[src/rtl/u2u_pkg.sv]
package u2u_pkg;

  // result kinds
  localparam logic KindUnit   = 1'b0;
  localparam logic KindReport = 1'b1;

  // status codes on the end-of-stream report
  localparam logic [1:0] StatusOk     = 2'd0;
  localparam logic [1:0] StatusLossy  = 2'd1;
  localparam logic [1:0] StatusNoRoom = 2'd2;

  // configuration register indexes
  localparam logic RegCapacity  = 1'b0;
  localparam logic RegCountOnly = 1'b1;

  // code point constants
  localparam logic [20:0] CpReplacement = 21'h00FFFD;
  localparam logic [20:0] CpMax         = 21'h10FFFF;
  localparam logic [20:0] CpSurLo       = 21'h00D800;
  localparam logic [20:0] CpSurHi       = 21'h00DFFF;
  localparam logic [20:0] CpSupp        = 21'h010000;
  localparam logic [15:0] HiSurBase     = 16'hD800;
  localparam logic [15:0] LoSurBase     = 16'hDC00;

  localparam int MaxResults = 3;
  localparam int QueueDepth = 4;

  typedef struct packed {
    logic [7:0] data_byte;
    logic       byte_present;
    logic       end_of_source;
  } in_t;

  typedef struct packed {
    logic        item_kind;
    logic [15:0] code_unit;
    logic [1:0]  status_code;
    logic [31:0] written_bytes;
    logic        last_of_run;
  } out_t;

  typedef out_t [MaxResults-1:0] out_vec_t;

  // decoder and stream state
  typedef struct packed {
    logic [20:0] pcp;
    logic [1:0]  bse;
    logic [1:0]  seq;
    logic        lossy;
    logic        full;
    logic [31:0] count;
  } st_t;

  // smallest legal code point for a sequence with this many continuation bytes
  function automatic logic [20:0] min_cp(input logic [1:0] seq);
    logic [20:0] m;
    unique case (seq)
      2'd0:    m = 21'h000000;
      2'd1:    m = 21'h000080;
      2'd2:    m = 21'h000800;
      default: m = 21'h010000;
    endcase
    return m;
  endfunction

  function automatic logic [2:0] unit_bytes(input logic [20:0] cp);
    return (cp >= CpSupp) ? 3'd4 : 3'd2;
  endfunction

  function automatic out_t mk_unit(input logic [15:0] u);
    out_t r;
    r               = '0;
    r.item_kind     = KindUnit;
    r.code_unit     = u;
    return r;
  endfunction

endpackage

[src/rtl/u2u_step.sv]
// per-byte decode, capacity check and result assembly
module u2u_step (
  input  u2u_pkg::st_t     st,
  input  u2u_pkg::in_t     item,
  input  logic [31:0]      capacity,
  input  logic             count_only,
  output u2u_pkg::st_t     st_nxt,
  output u2u_pkg::out_vec_t res,
  output logic [1:0]       res_cnt
);

  always_comb begin
    logic [20:0] acc;
    logic        cont;
    logic        lead_en;
    logic [7:0]  b;
    logic        v   [3];
    logic        bd  [3];
    logic [20:0] cps [3];
    logic [3:0]  s   [3];
    logic        fit [3];
    logic        em  [3];
    logic [3:0]  add;
    logic [32:0] sum;
    logic [32:0] tot;
    logic [19:0] off;
    logic [2:0]  pos;
    logic [1:0]  status;
    logic [31:0] written;
    u2u_pkg::out_t rep;

    st_nxt  = st;
    b       = item.data_byte;
    acc     = {st.pcp[14:0], b[5:0]};
    cont    = (b[7:6] == 2'b10);
    lead_en = 1'b0;
    for (int k = 0; k < 3; k++) begin
      v[k]   = 1'b0;
      bd[k]  = 1'b0;
      cps[k] = '0;
    end

    // continuation or broken sequence
    if (item.byte_present) begin
      if (st.bse != 2'd0) begin
        if (cont) begin
          st_nxt.bse = st.bse - 2'd1;
          st_nxt.pcp = acc;
          if (st.bse == 2'd1) begin
            v[0] = 1'b1;
            if (acc < u2u_pkg::min_cp(st.seq) || acc > u2u_pkg::CpMax ||
                (acc >= u2u_pkg::CpSurLo && acc <= u2u_pkg::CpSurHi)) begin
              bd[0]  = 1'b1;
              cps[0] = u2u_pkg::CpReplacement;
            end else begin
              cps[0] = acc;
            end
            st_nxt.pcp = '0;
            st_nxt.seq = '0;
          end
        end else begin
          v[0]       = 1'b1;
          bd[0]      = 1'b1;
          cps[0]     = u2u_pkg::CpReplacement;
          st_nxt.bse = '0;
          st_nxt.seq = '0;
          st_nxt.pcp = '0;
          lead_en    = 1'b1;
        end
      end else begin
        lead_en = 1'b1;
      end
    end

    // lead byte
    if (lead_en) begin
      if (!b[7]) begin
        v[1]   = 1'b1;
        cps[1] = {13'd0, b};
      end else if (b[7:5] == 3'b110) begin
        st_nxt.pcp = {16'd0, b[4:0]};
        st_nxt.seq = 2'd1;
        st_nxt.bse = 2'd1;
      end else if (b[7:4] == 4'b1110) begin
        st_nxt.pcp = {17'd0, b[3:0]};
        st_nxt.seq = 2'd2;
        st_nxt.bse = 2'd2;
      end else if (b[7:3] == 5'b11110) begin
        st_nxt.pcp = {18'd0, b[2:0]};
        st_nxt.seq = 2'd3;
        st_nxt.bse = 2'd3;
      end else begin
        v[1]   = 1'b1;
        bd[1]  = 1'b1;
        cps[1] = u2u_pkg::CpReplacement;
      end
    end

    // sequence still open at end of stream
    if (item.end_of_source && st_nxt.bse != 2'd0) begin
      v[2]   = 1'b1;
      bd[2]  = 1'b1;
      cps[2] = u2u_pkg::CpReplacement;
    end

    // running byte totals; once one does not fit none after it can
    s[0] = v[0] ? {1'b0, u2u_pkg::unit_bytes(cps[0])} : 4'd0;
    s[1] = s[0] + (v[1] ? {1'b0, u2u_pkg::unit_bytes(cps[1])} : 4'd0);
    s[2] = s[1] + (v[2] ? {1'b0, u2u_pkg::unit_bytes(cps[2])} : 4'd0);
    add  = '0;
    for (int k = 0; k < 3; k++) begin
      tot    = {1'b0, st.count} + {29'd0, s[k]};
      fit[k] = !st.full && (count_only || tot <= {1'b0, capacity});
      em[k]  = v[k] && fit[k];
      if (v[k] && !fit[k]) begin
        st_nxt.full = 1'b1;
      end
      if (bd[k]) begin
        st_nxt.lossy = 1'b1;
      end
      if (em[k]) begin
        add = add + {1'b0, u2u_pkg::unit_bytes(cps[k])};
      end
    end
    sum          = {1'b0, st.count} + {29'd0, add};
    st_nxt.count = sum[32] ? '1 : sum[31:0];

    // lay out units, then the report
    res = '0;
    pos = '0;
    off = '0;
    for (int k = 0; k < 3; k++) begin
      if (em[k] && !count_only) begin
        if (cps[k] >= u2u_pkg::CpSupp) begin
          off = 20'(cps[k] - u2u_pkg::CpSupp);
          if (pos < 3'd3) begin
            res[pos[1:0]] = u2u_pkg::mk_unit(u2u_pkg::HiSurBase + {6'd0, off[19:10]});
          end
          pos = pos + 3'd1;
          if (pos < 3'd3) begin
            res[pos[1:0]] = u2u_pkg::mk_unit(u2u_pkg::LoSurBase + {6'd0, off[9:0]});
          end
          pos = pos + 3'd1;
        end else begin
          if (pos < 3'd3) begin
            res[pos[1:0]] = u2u_pkg::mk_unit(cps[k][15:0]);
          end
          pos = pos + 3'd1;
        end
      end
    end

    status  = st_nxt.full  ? u2u_pkg::StatusNoRoom :
              st_nxt.lossy ? u2u_pkg::StatusLossy  : u2u_pkg::StatusOk;
    written = st_nxt.count;
    rep               = '0;
    rep.item_kind     = u2u_pkg::KindReport;
    rep.status_code   = status;
    rep.written_bytes = written;
    if (item.end_of_source) begin
      if (pos < 3'd3) begin
        res[pos[1:0]] = rep;
      end
      pos    = pos + 3'd1;
      st_nxt = '0;
    end

    if (pos > 3'd3) begin
      pos = 3'd3;
    end
    if (pos != 3'd0) begin
      res[2'(pos - 3'd1)].last_of_run = 1'b1;
    end
    res_cnt = pos[1:0];
  end

endmodule

[src/rtl/u2u_queue.sv]
// result queue: takes up to three results in a cycle, hands out one per pop
module u2u_queue (
  input  logic              clk,
  input  logic              rst_n,
  input  logic [1:0]        push_cnt,
  input  u2u_pkg::out_vec_t push_data,
  input  logic              pop,
  output u2u_pkg::out_t     head,
  output logic [2:0]        level
);

  localparam int Depth = u2u_pkg::QueueDepth;
  localparam int PtrW  = $clog2(Depth);

  u2u_pkg::out_t     mem [Depth];
  logic [PtrW-1:0]   wp_r, rp_r;
  logic [2:0]        cnt_r, cnt_nxt;

  always_ff @(posedge clk) begin
    for (int k = 0; k < u2u_pkg::MaxResults; k++) begin
      if (2'(k) < push_cnt) begin
        mem[wp_r + PtrW'(k)] <= push_data[k];
      end
    end
  end

  assign cnt_nxt = cnt_r + {1'b0, push_cnt} - {2'd0, pop};

  always_ff @(posedge clk) begin
    if (!rst_n) begin
      wp_r  <= '0;
      rp_r  <= '0;
      cnt_r <= '0;
    end else begin
      wp_r  <= wp_r + PtrW'(push_cnt);
      rp_r  <= rp_r + PtrW'(pop);
      cnt_r <= cnt_nxt;
    end
  end

  assign head  = mem[rp_r];
  assign level = cnt_r;

endmodule

[src/rtl/utf8_to_utf16_decoder.sv]
// utf-8 to utf-16 transcoder. one utf-8 byte per request is registered, decoded in a
// single pass and its results (one or two utf-16 units, a u+fffd for malformed input,
// and on end of source a status report with the byte count) go into a four-entry
// result queue that drains one result per cycle while out_ready is high. a byte is
// taken every cycle as long as the queue has room for the results of the byte already
// held; a byte that makes two or three results may therefore hold the input while the
// queue drains. a request is held in the input register, its results in the result
// queue. configuration (capacity in bytes, count-only) is written through the cfg
// port between streams; count-only suppresses unit results and the capacity check.
module utf8_to_utf16_decoder (
  input  logic          clk,
  input  logic          rst_n,

  input  logic          in_valid,
  output logic          in_ready,
  input  u2u_pkg::in_t  in_data,

  output logic          out_valid,
  input  logic          out_ready,
  output u2u_pkg::out_t out_data,

  input  logic          cfg_we,
  input  logic          cfg_index,
  input  logic [31:0]   cfg_wdata
);

  // configuration registers
  logic [31:0] capacity_r;
  logic        count_only_r;

  // input register
  u2u_pkg::in_t item_r;
  logic         item_v_r;

  // stream state
  u2u_pkg::st_t st_r, st_nxt;

  u2u_pkg::out_vec_t res;
  logic [1:0]        res_cnt;
  logic [2:0]        level;
  logic [2:0]        room;
  logic              fire;
  logic              pop;

  always_ff @(posedge clk) begin
    if (!rst_n) begin
      capacity_r   <= '0;
      count_only_r <= 1'b0;
    end else if (cfg_we) begin
      unique case (cfg_index)
        u2u_pkg::RegCapacity:  capacity_r   <= cfg_wdata;
        u2u_pkg::RegCountOnly: count_only_r <= cfg_wdata[0];
        default: ;
      endcase
    end
  end

  u2u_step u_step (
    .st         (st_r),
    .item       (item_r),
    .capacity   (capacity_r),
    .count_only (count_only_r),
    .st_nxt     (st_nxt),
    .res        (res),
    .res_cnt    (res_cnt)
  );

  // held byte goes once its results fit in the queue
  assign room     = 3'(u2u_pkg::QueueDepth) - level;
  assign fire     = item_v_r && ({1'b0, res_cnt} <= room);
  assign in_ready = !item_v_r || fire;

  always_ff @(posedge clk) begin
    if (!rst_n) begin
      item_v_r <= 1'b0;
    end else if (in_valid && in_ready) begin
      item_v_r <= 1'b1;
    end else if (fire) begin
      item_v_r <= 1'b0;
    end
  end

  // payload register, no reset
  always_ff @(posedge clk) begin
    if (in_valid && in_ready) begin
      item_r <= in_data;
    end
  end

  always_ff @(posedge clk) begin
    if (!rst_n) begin
      st_r <= '0;
    end else if (fire) begin
      st_r <= st_nxt;
    end
  end

  assign pop = out_valid && out_ready;

  u2u_queue u_queue (
    .clk       (clk),
    .rst_n     (rst_n),
    .push_cnt  (fire ? res_cnt : 2'd0),
    .push_data (res),
    .pop       (pop),
    .head      (out_data),
    .level     (level)
  );

  assign out_valid = (level != 3'd0);

endmodule

[config.mk]
export PLATFORM = sky130hd
export DESIGN_NAME = utf8_to_utf16_decoder
export DESIGN_NICKNAME = d
export VERILOG_FILES = /design/src/rtl/u2u_pkg.sv /design/src/rtl/u2u_step.sv /design/src/rtl/u2u_queue.sv /design/src/rtl/utf8_to_utf16_decoder.sv
export SDC_FILE = /design/constraint.sdc
export NUM_CORES = 1
export LEC_CHECK = 0
export BUFFER_PORTS_ARGS = -buffer_cell sky130_fd_sc_hd__buf_2
export CAP_MARGIN = 20
export CORE_ASPECT_RATIO = 1.1
export CORE_UTILIZATION = 55
export DETAILED_ROUTE_END_ITERATION = 8
export GPL_ROUTABILITY_DRIVEN = 0
export PLACE_DENSITY = 0.75
export SKIP_LAST_GASP = 1
export SLEW_MARGIN = 30
export SYNTH_ARGS = -nofsm -noshare
export SYNTH_HDL_FRONTEND = slang
export SYNTH_SLANG_ARGS = --single-unit
[constraint.sdc]
create_clock -name clk -period 23.2 [get_ports clk]
set_input_delay 0 -clock clk [delete_from_list [all_inputs] [get_ports clk]]
set_output_delay 0 -clock clk [all_outputs]
set_load 0.05 [all_outputs]
==> results of run 1 <==
[cell families after synthesis]
| family | Yosys count |
|---|---|
| fa+ha+maj | 138 |
| flops | 312 |
| simple gates | 748 |
| buf+inv | 220 |
| compound gates | 547 |
| mux | 58 |
| xor+xnor | 108 |
[cell type report]
type                    instances  area [µm²]  area share (%)
clock buffers                  44         991            4.24
clock inverters                14         181           0.776
inverters                      78         293            1.25
multi-input cells            1599       11400            48.6
flip-flops and latches        312        8430            36.1
well taps                     494         618            2.64
repair buffers                205        1490            6.39
[routing by layer]
layer	vias to the layer above	global-route usage, %
li1	8086	-
met1	8623	42.1
met2	1104	49.1
met3	163	5.89
met4	0	11.7
met5	-	0
[registers in the layout (all words and copies together), names as in the netlist]
name / flops
u_queue.mem: 208
u_queue.level: 3
st_r: 53
item_v_r: 1
capacity_r: 32
u_queue.wp_r: 2
item_r: 10
u_queue.rp_r: 2
count_only_r: 1
[path summary, 6_finish.rpt]
| check | start | end | slack (ns) | depth (start not counted) |
|---|---|---|---|---|
| min reg2reg | capacity_r[17] | capacity_r[17] | 0.47 | 2 |
| min | out_ready | u_queue.rp_r[0] | 0.03 | 4 |
| max | st_r[36] | u_queue.mem[1][14] | 8.21 | 45 |
| max reg2reg | st_r[36] | u_queue.mem[1][14] | 8.21 | 45 |
[placed cells by master (no fill, tap or decap), drive strengths merged, types with 20 or more instances in the layout]
| cell | Yosys | final |
|---|---|---|
| nand2 | 235 | 235 |
| edfxtp | 218 | 218 |
| a21oi | 179 | 179 |
| ha | 133 | 133 |
| buf | 35 | 127 |
| nor2 | 119 | 119 |
| o21ai | 113 | 113 |
| dfxtp | 94 | 94 |
| nand3 | 84 | 84 |
| inv | 78 | 82 |
| dlygate4sd3 | 0 | 78 |
| xnor2 | 59 | 59 |
| mux4 | 52 | 52 |
| and2 | 51 | 51 |
| xor2 | 49 | 49 |
| nor3 | 48 | 48 |
| o211ai | 45 | 45 |
| clkbuf | 107 | 44 |
| nand4 | 41 | 41 |
| a21boi | 40 | 40 |
| nor3b | 35 | 35 |
| nor2b | 31 | 31 |
| a22oi | 25 | 25 |
| nand2b | 24 | 24 |
| and3 | 22 | 22 |
| a21o | 21 | 21 |
| o221ai | 21 | 21 |
| o21a | 20 | 20 |
[tightest hold or removal path, delay by kind of cell]
kind | cells | cell delay, ns
adder cells (fa/ha/maj) | 1 | 0.15
buffers and inverters | 1 | 0.10
AND/OR/NAND/NOR | 2 | 0.35
[where the power goes]
| part | leakage [nW] | internal, mW | total, mW | switching, mW |
|---|---|---|---|---|
| logic | 5.18 | 0.193 | 0.613 | 0.420 |
| registers | 2.74 | 0.662 | 0.697 | 0.0349 |
| clock network | 0.580 | 0.334 | 0.563 | 0.229 |
==> qor.csv, run 1 <==
stage,metric,value,unit
run_status,status,finished clean,
cells_and_area,Post-Layout Cell Count,2746,
cells_and_area,Final #Nets,2412,
cells_and_area,design area,23400,µm²
cells_and_area,antenna cells,0,
synthesis,#FFs+latches synth,312,
synthesis,prevailing post-synth register cell,edfxtp_1,
setup_path,Arrival @ worst endpoint,15.23,ns
cells_and_area,fillers,3019,
setup_path,Worst path slowest cell,o22a_1,
timing,Worst-Margin Slew,1.09,ns
setup_path,"most used cell, CP",ha_1,
timing,Final min period,14.99,ns
cts,quantity of gates resized following cts,0,
synthesis,Yosys cell types,87,
floorplan,core region area,37000,µm²
setup_path,crit path launch type,flop,
synthesis,"top cells by area, synth","edfxtp_1 32%, dfxtp_1 9.1%, ha_1 8.1%",
routing,Routed Antenna Nets,0,
routing,DR vias/cell,6.55,
place,placed cell areas,21400,µm²
synthesis,Synth area leader,edfxtp_1,
routing,DR vias,17976,
timing,Post-Route Skew,0.0205,ns
cells_and_area,"Core Util, Final",63.2,%
synthesis,fraction of synthesized area in multiplexers,5.99,%
setup_path,kind of critical path,reg -> reg,
job,MaxCap Viol Count,0,
synthesis,Synth Area per Inst,9.68,µm²
floorplan,die width,187,µm
global_routing,All-Layer GR Usage,31.0,%
setup_path,crit path max fanout,43,
cells_and_area,Area Growth Syn to Fin,13.4,%
synthesis,post-synthesis compound-gate area fraction,17.4,%
routing,DR WL met2,26.9,mm
timing,TNS Setup,0,ns
cts,hold buffers post-CTS,78,
global_routing,first-pass GRT wire length,94.0,mm
synthesis,"count leader, synth",nand2_1,
cts,CTS tree,built,
routing,DR top layer,met4,
global_routing,initial antenna violation count,0,
place,DPL Wire Length,41.3,mm
routing,DR iter-0 viols,2243,
cts,"CTS clk-pin slew, worst paths",0.07,ns
synthesis,"Net Count, Synth",2316,
place,Port Buffers,101,
timing,Hold Fails Final Rpt,0,
cells_and_area,share of layout cells above drive strength 1,12.7,%
timing,RSZ-0062 raised after global routing,false,
synthesis,largest family of logic cells by synthesized area,simple AND/OR/NAND/NOR gates,
cts,TritonCTS buffer count,31,
synthesis,mapped cell area,20600,µm²
global_routing,total congestion overflow,0,
routing,Metal-1 WL,24.3,mm
cts,Post CTS Setup Buffer Count,0,
timing,final setup vio count,0,
synthesis,Synth Instances,2131,
timing,period utilization,64.6,%
setup_path,CP required,23.44,ns
global_routing,vias in the first global route,17213,
synthesis,simple-gate share of the synthesized area,18.2,%
pwr,P_leak,8.51,nW
timing,max frequency,0.0667,GHz
synthesis,YS warnings,0,
setup_path,Worst setup EP type,flop,
routing,Avg WL per Cell,21.8,µm
place,dpl ws,8.51,ns
floorplan,Die H,205,µm
synthesis,sequential fraction of the synthesis area,40.9,%
cts,worst skew pair latency,0.61,ns
pwr,power per cell area,80.1,nW/µm²
cts,clk sink count,312,
pwr,worst ir drop on vdd,0.0000693,V
synthesis,ys async rst share,0,%
synthesis,Synth Area in XOR/XNOR,4.59,%
cts,Bufs on Longest Clock Path,3,
min_path,Hold Crit Class,in -> reg,
floorplan,die area,38300,µm²
routing,DRC,0,
timing,Final WS setup,8.21,ns
synthesis,Synth Area in Adders,8.50,%
routing,final wirelength,59.9,mm
floorplan,initial core utilization,55.7,%
routing,first-pass detailed-route iteration total,6,
synthesis,Synth top area share,31.7,%
floorplan,Ports,102,
setup_path,crit path buf inv count,3,
timing,Worst Hold Slack,0.0283,ns
floorplan,Rows,74,
global_routing,pin count of the biggest net entering global routing,94,
cts,H-tree levels,1,
synthesis,list of most frequent post-synthesis cells,"235 x nand2_1, 218 x edfxtp_1, 171 x a21oi_1",
synthesis,Post-synth EDFFs,218,
setup_path,"CP delay by family, top",simple AND/OR/NAND/NOR gates,
timing,Slew HR,27.0,%
timing,Slew Limit Fails,0,
place,dpl cells,2610,
routing,met3 wire length,6.56,mm
setup_path,CP max stage delay,0.74,ns
pwr,Overall Power,1.87,mW
cts,Root Driver,clkbuf_16,
Power figures use the tool's default switching activity.
==> run 2, diff against run 1 <==
--- a/config.mk
+++ b/config.mk
@@ -5,13 +5,14 @@
 export SDC_FILE = /design/constraint.sdc
 export NUM_CORES = 1
 export LEC_CHECK = 0
+export ABC_AREA = 1
 export BUFFER_PORTS_ARGS = -buffer_cell sky130_fd_sc_hd__buf_2
 export CAP_MARGIN = 20
 export CORE_ASPECT_RATIO = 1.1
 export CORE_UTILIZATION = 55
 export DETAILED_ROUTE_END_ITERATION = 8
 export GPL_ROUTABILITY_DRIVEN = 0
-export PLACE_DENSITY = 0.75
+export PLACE_DENSITY = 0.77
 export SKIP_LAST_GASP = 1
 export SLEW_MARGIN = 30
 export SYNTH_ARGS = -nofsm -noshare
==> constraint.sdc (replaced) <==
create_clock -name clk -period 12.5 [get_ports clk]
set_input_delay 0 -clock clk [delete_from_list [all_inputs] [get_ports clk]]
set_output_delay 0 -clock clk [all_outputs]
set_load 0.05 [all_outputs]
==> run 2 against run 1 <==
Against the previous run:
- non-clock buffer count fell by 16
- utilization fell by 2.0 points
- wire length rose by 34%
- critical path type unchanged
- critical endpoint is now u_queue.mem[0][24]
==> qor.csv, run 2 <==
stage,metric,value,unit
run_status,status,finished clean,
synthesis,Synth top area share,26.2,%
floorplan,Ports,102,
synthesis,Synth Instances,3693,
cts,TritonCTS buffer count,35,
setup_path,crit path max fanout,54,
cts,CTS tree,built,
cts,Post CTS Setup Buffer Count,0,
timing,Slew Limit Fails,0,
synthesis,Synth Area per Inst,6.76,µm²
cells_and_area,Post-Layout Cell Count,4320,
routing,DR WL met2,36.1,mm
setup_path,"most used cell, CP",nand2_1,
timing,Final WS setup,0.944,ns
floorplan,die width,205,µm
synthesis,Synth area leader,edfxtp_1,
synthesis,"top cells by area, synth","edfxtp_1 26%, nand2_1 19%, dfxtp_1 7.5%",
routing,Routed Antenna Nets,0,
timing,Final min period,11.56,ns
place,dpl ws,0.916,ns
cells_and_area,antenna cells,0,
setup_path,Worst path slowest cell,buf_4,
cts,clk sink count,312,
min_path,Hold Crit Class,in -> reg,
cells_and_area,design area,27300,µm²
timing,period utilization,92.4,%
routing,met3 wire length,8.93,mm
global_routing,total congestion overflow,0,
synthesis,prevailing post-synth register cell,edfxtp_1,
synthesis,Post-synth EDFFs,218,
timing,TNS Setup,0,ns
setup_path,CP max stage delay,0.71,ns
setup_path,CP required,12.69,ns
cells_and_area,max FFs per register,208,
timing,RSZ-0062 raised after global routing,false,
timing,Hold Fails Final Rpt,0,
routing,DR vias,25391,
routing,DR iter-0 viols,2996,
cells_and_area,Area Growth Syn to Fin,9.29,%
setup_path,Arrival @ worst endpoint,11.74,ns
floorplan,initial core utilization,56.0,%
cells_and_area,share of layout cells above drive strength 1,8.10,%
routing,DR vias/cell,5.88,
setup_path,worst-case reg-to-reg path depth,56,
setup_path,Worst setup EP type,flop,
synthesis,"count leader, synth",nand2_1,
cells_and_area,fillers,4204,
routing,Avg WL per Cell,18.5,µm
cts,H-tree levels,2,
cells_and_area,"commonest non-fill, non-tap cell in the layout",nand2_1,
cells_and_area,"Core Util, Final",61.2,%
synthesis,sequential fraction of the synthesis area,33.8,%
routing,DRC,0,
setup_path,Worst Setup SP,st_r[36],
global_routing,vias in the first global route,22985,
place,DPL Wire Length,51.6,mm
synthesis,Yosys cell types,57,
floorplan,core region area,44600,µm²
setup_path,Reg2Reg Setup Slack,0.94,ns
synthesis,mapped cell area,25000,µm²
setup_path,crit path launch type,flop,
timing,max frequency,0.0865,GHz
job,MaxCap Viol Count,0,
routing,first-pass detailed-route iteration total,6,
cts,worst skew pair latency,0.58,ns
timing,Worst-Margin Slew,1.06,ns
synthesis,list of most frequent post-synthesis cells,"1261 x nand2_1, 360 x nor2_1, 359 x nand3_1",
routing,final wirelength,80.0,mm
global_routing,All-Layer GR Usage,34.1,%
place,placed cell areas,25500,µm²
global_routing,initial antenna violation count,0,
timing,final setup vio count,0,
cts,"CTS clk-pin slew, worst paths",0.06,ns
cts,Bufs on Longest Clock Path,3,
floorplan,die area,46200,µm²
global_routing,first-pass GRT wire length,125,mm
timing,Post-Route Skew,0.0211,ns
place,dpl cells,4200,
cells_and_area,largest reg by FF count,u_queue.mem,
synthesis,ys async rst share,0,%
floorplan,Die H,225,µm
setup_path,kind of critical path,reg -> reg,
global_routing,pin count of the biggest net entering global routing,109,
cts,Root Driver,clkbuf_16,
pwr,P_leak,12.5,nW
pwr,Overall Power,3.64,mW
synthesis,"Net Count, Synth",3878,
place,Port Buffers,101,
routing,Metal-1 WL,31.6,mm
setup_path,RR Endpoint,u_queue.mem[0][24],
synthesis,#FFs+latches synth,312,
timing,Worst Hold Slack,0.0199,ns
pwr,worst ir drop on vdd,0.000107,V
floorplan,Rows,81,
setup_path,worst setup path end,u_queue.mem[0][24],
routing,DR top layer,met4,
pwr,power per cell area,134,nW/µm²
cells_and_area,Final #Nets,3899,
cells_and_area,largest registers,"u_queue.mem x208, st_r x53, capacity_r x32",
setup_path,Reg2Reg Launch Point,st_r[36],
synthesis,YS warnings,0,
cells_and_area,"commonest non-fill, non-tap cells in the layout","1260 x nand2_1, 358 x nor2_1, 354 x nand3_1",
timing,Slew HR,28.9,%
[run 2: cell types whose count changed in the layout (fill, tap and decap cells not counted), sizes merged, moves of 45 or more]
cell   delta
inv     +239
mux4     -52
nand3   +282
nor2    +255
nand2  +1043
o22ai    +62
xnor2    -52
and2     -49
xor2     +45
o21ai    +82
[run 2: kinds of logic after synthesis]
| family | Yosys count | share of synthesized area, % |
|---|---|---|
| AO/OA/AOI/OAI | 459 | 10.1 |
| XOR/XNOR | 101 | 3.54 |
| adder cells (fa/ha/maj) | 137 | 6.99 |
| buffers and inverters | 530 | 8.78 |
| flip-flops | 312 | 33.8 |
| AND/OR/NAND/NOR | 2154 | 36.8 |
[run 2: critical path: cells and delay by family, from the launching register on]
| kind | cells | cell delay [ns] |
|---|---|---|
| XOR/XNOR | 1 | 0.19 |
| AND/OR/NAND/NOR | 32 | 5.51 |
| flip-flops | 1 | 0.41 |
| AO/OA/AOI/OAI | 5 | 1.30 |
| buffers and inverters | 9 | 1.39 |
| adder cells (fa/ha/maj) | 9 | 2.30 |
[run 2: worst min-delay path by stage]
stage / startpoint / end / slack, ns / cells after the start
after detailed placement: in_data[2] / item_r[2] / 0.18 / 1
after global placement: in_data[0] / item_r[0] / 0.18 / 1
after global routing: out_ready / u_queue.rp_r[0] / 0.08 / 6
final: out_ready / u_queue.rp_r[0] / 0.02 / 6
after CTS: out_ready / u_queue.rp_r[0] / 0.03 / 6
after floorplan: in_data[0] / item_r[0] / 0.1 / 0
[run 2: power by group]
group	internal [mW]	switching, mW	total (mW)
clock	0.646	0.445	1.09
combinational	0.281	1.01	1.29
sequential	1.23	0.0302	1.26
total	2.15	1.49	3.64
[run 2: area by class of cell]
type | count | area [µm²] | share of cell area [%]
Sequential cell | 312 | 8430 | 30.9
Timing Repair Buffer | 189 | 1330 | 4.88
Clock inverter | 16 | 263 | 0.963
Tap cell | 581 | 727 | 2.66
Inverter | 325 | 1230 | 4.52
Clock buffer | 46 | 917 | 3.36
Multi-Input combinational cell | 2851 | 14400 | 52.7
[run 2: what timing repair did]
item,4_1_cts,5_1_grt
resized for setup,0,1
endpoints found under the setup margin,0,52
hold buffers,58,0
hold endpoints to repair,48,0
[run 2: routing by layer]
metal,up-vias,global-route usage (%)
li1,12157,-
met3,287,6.56
met2,1581,54.7
met4,0,15.1
met5,-,0
met1,11366,44.6
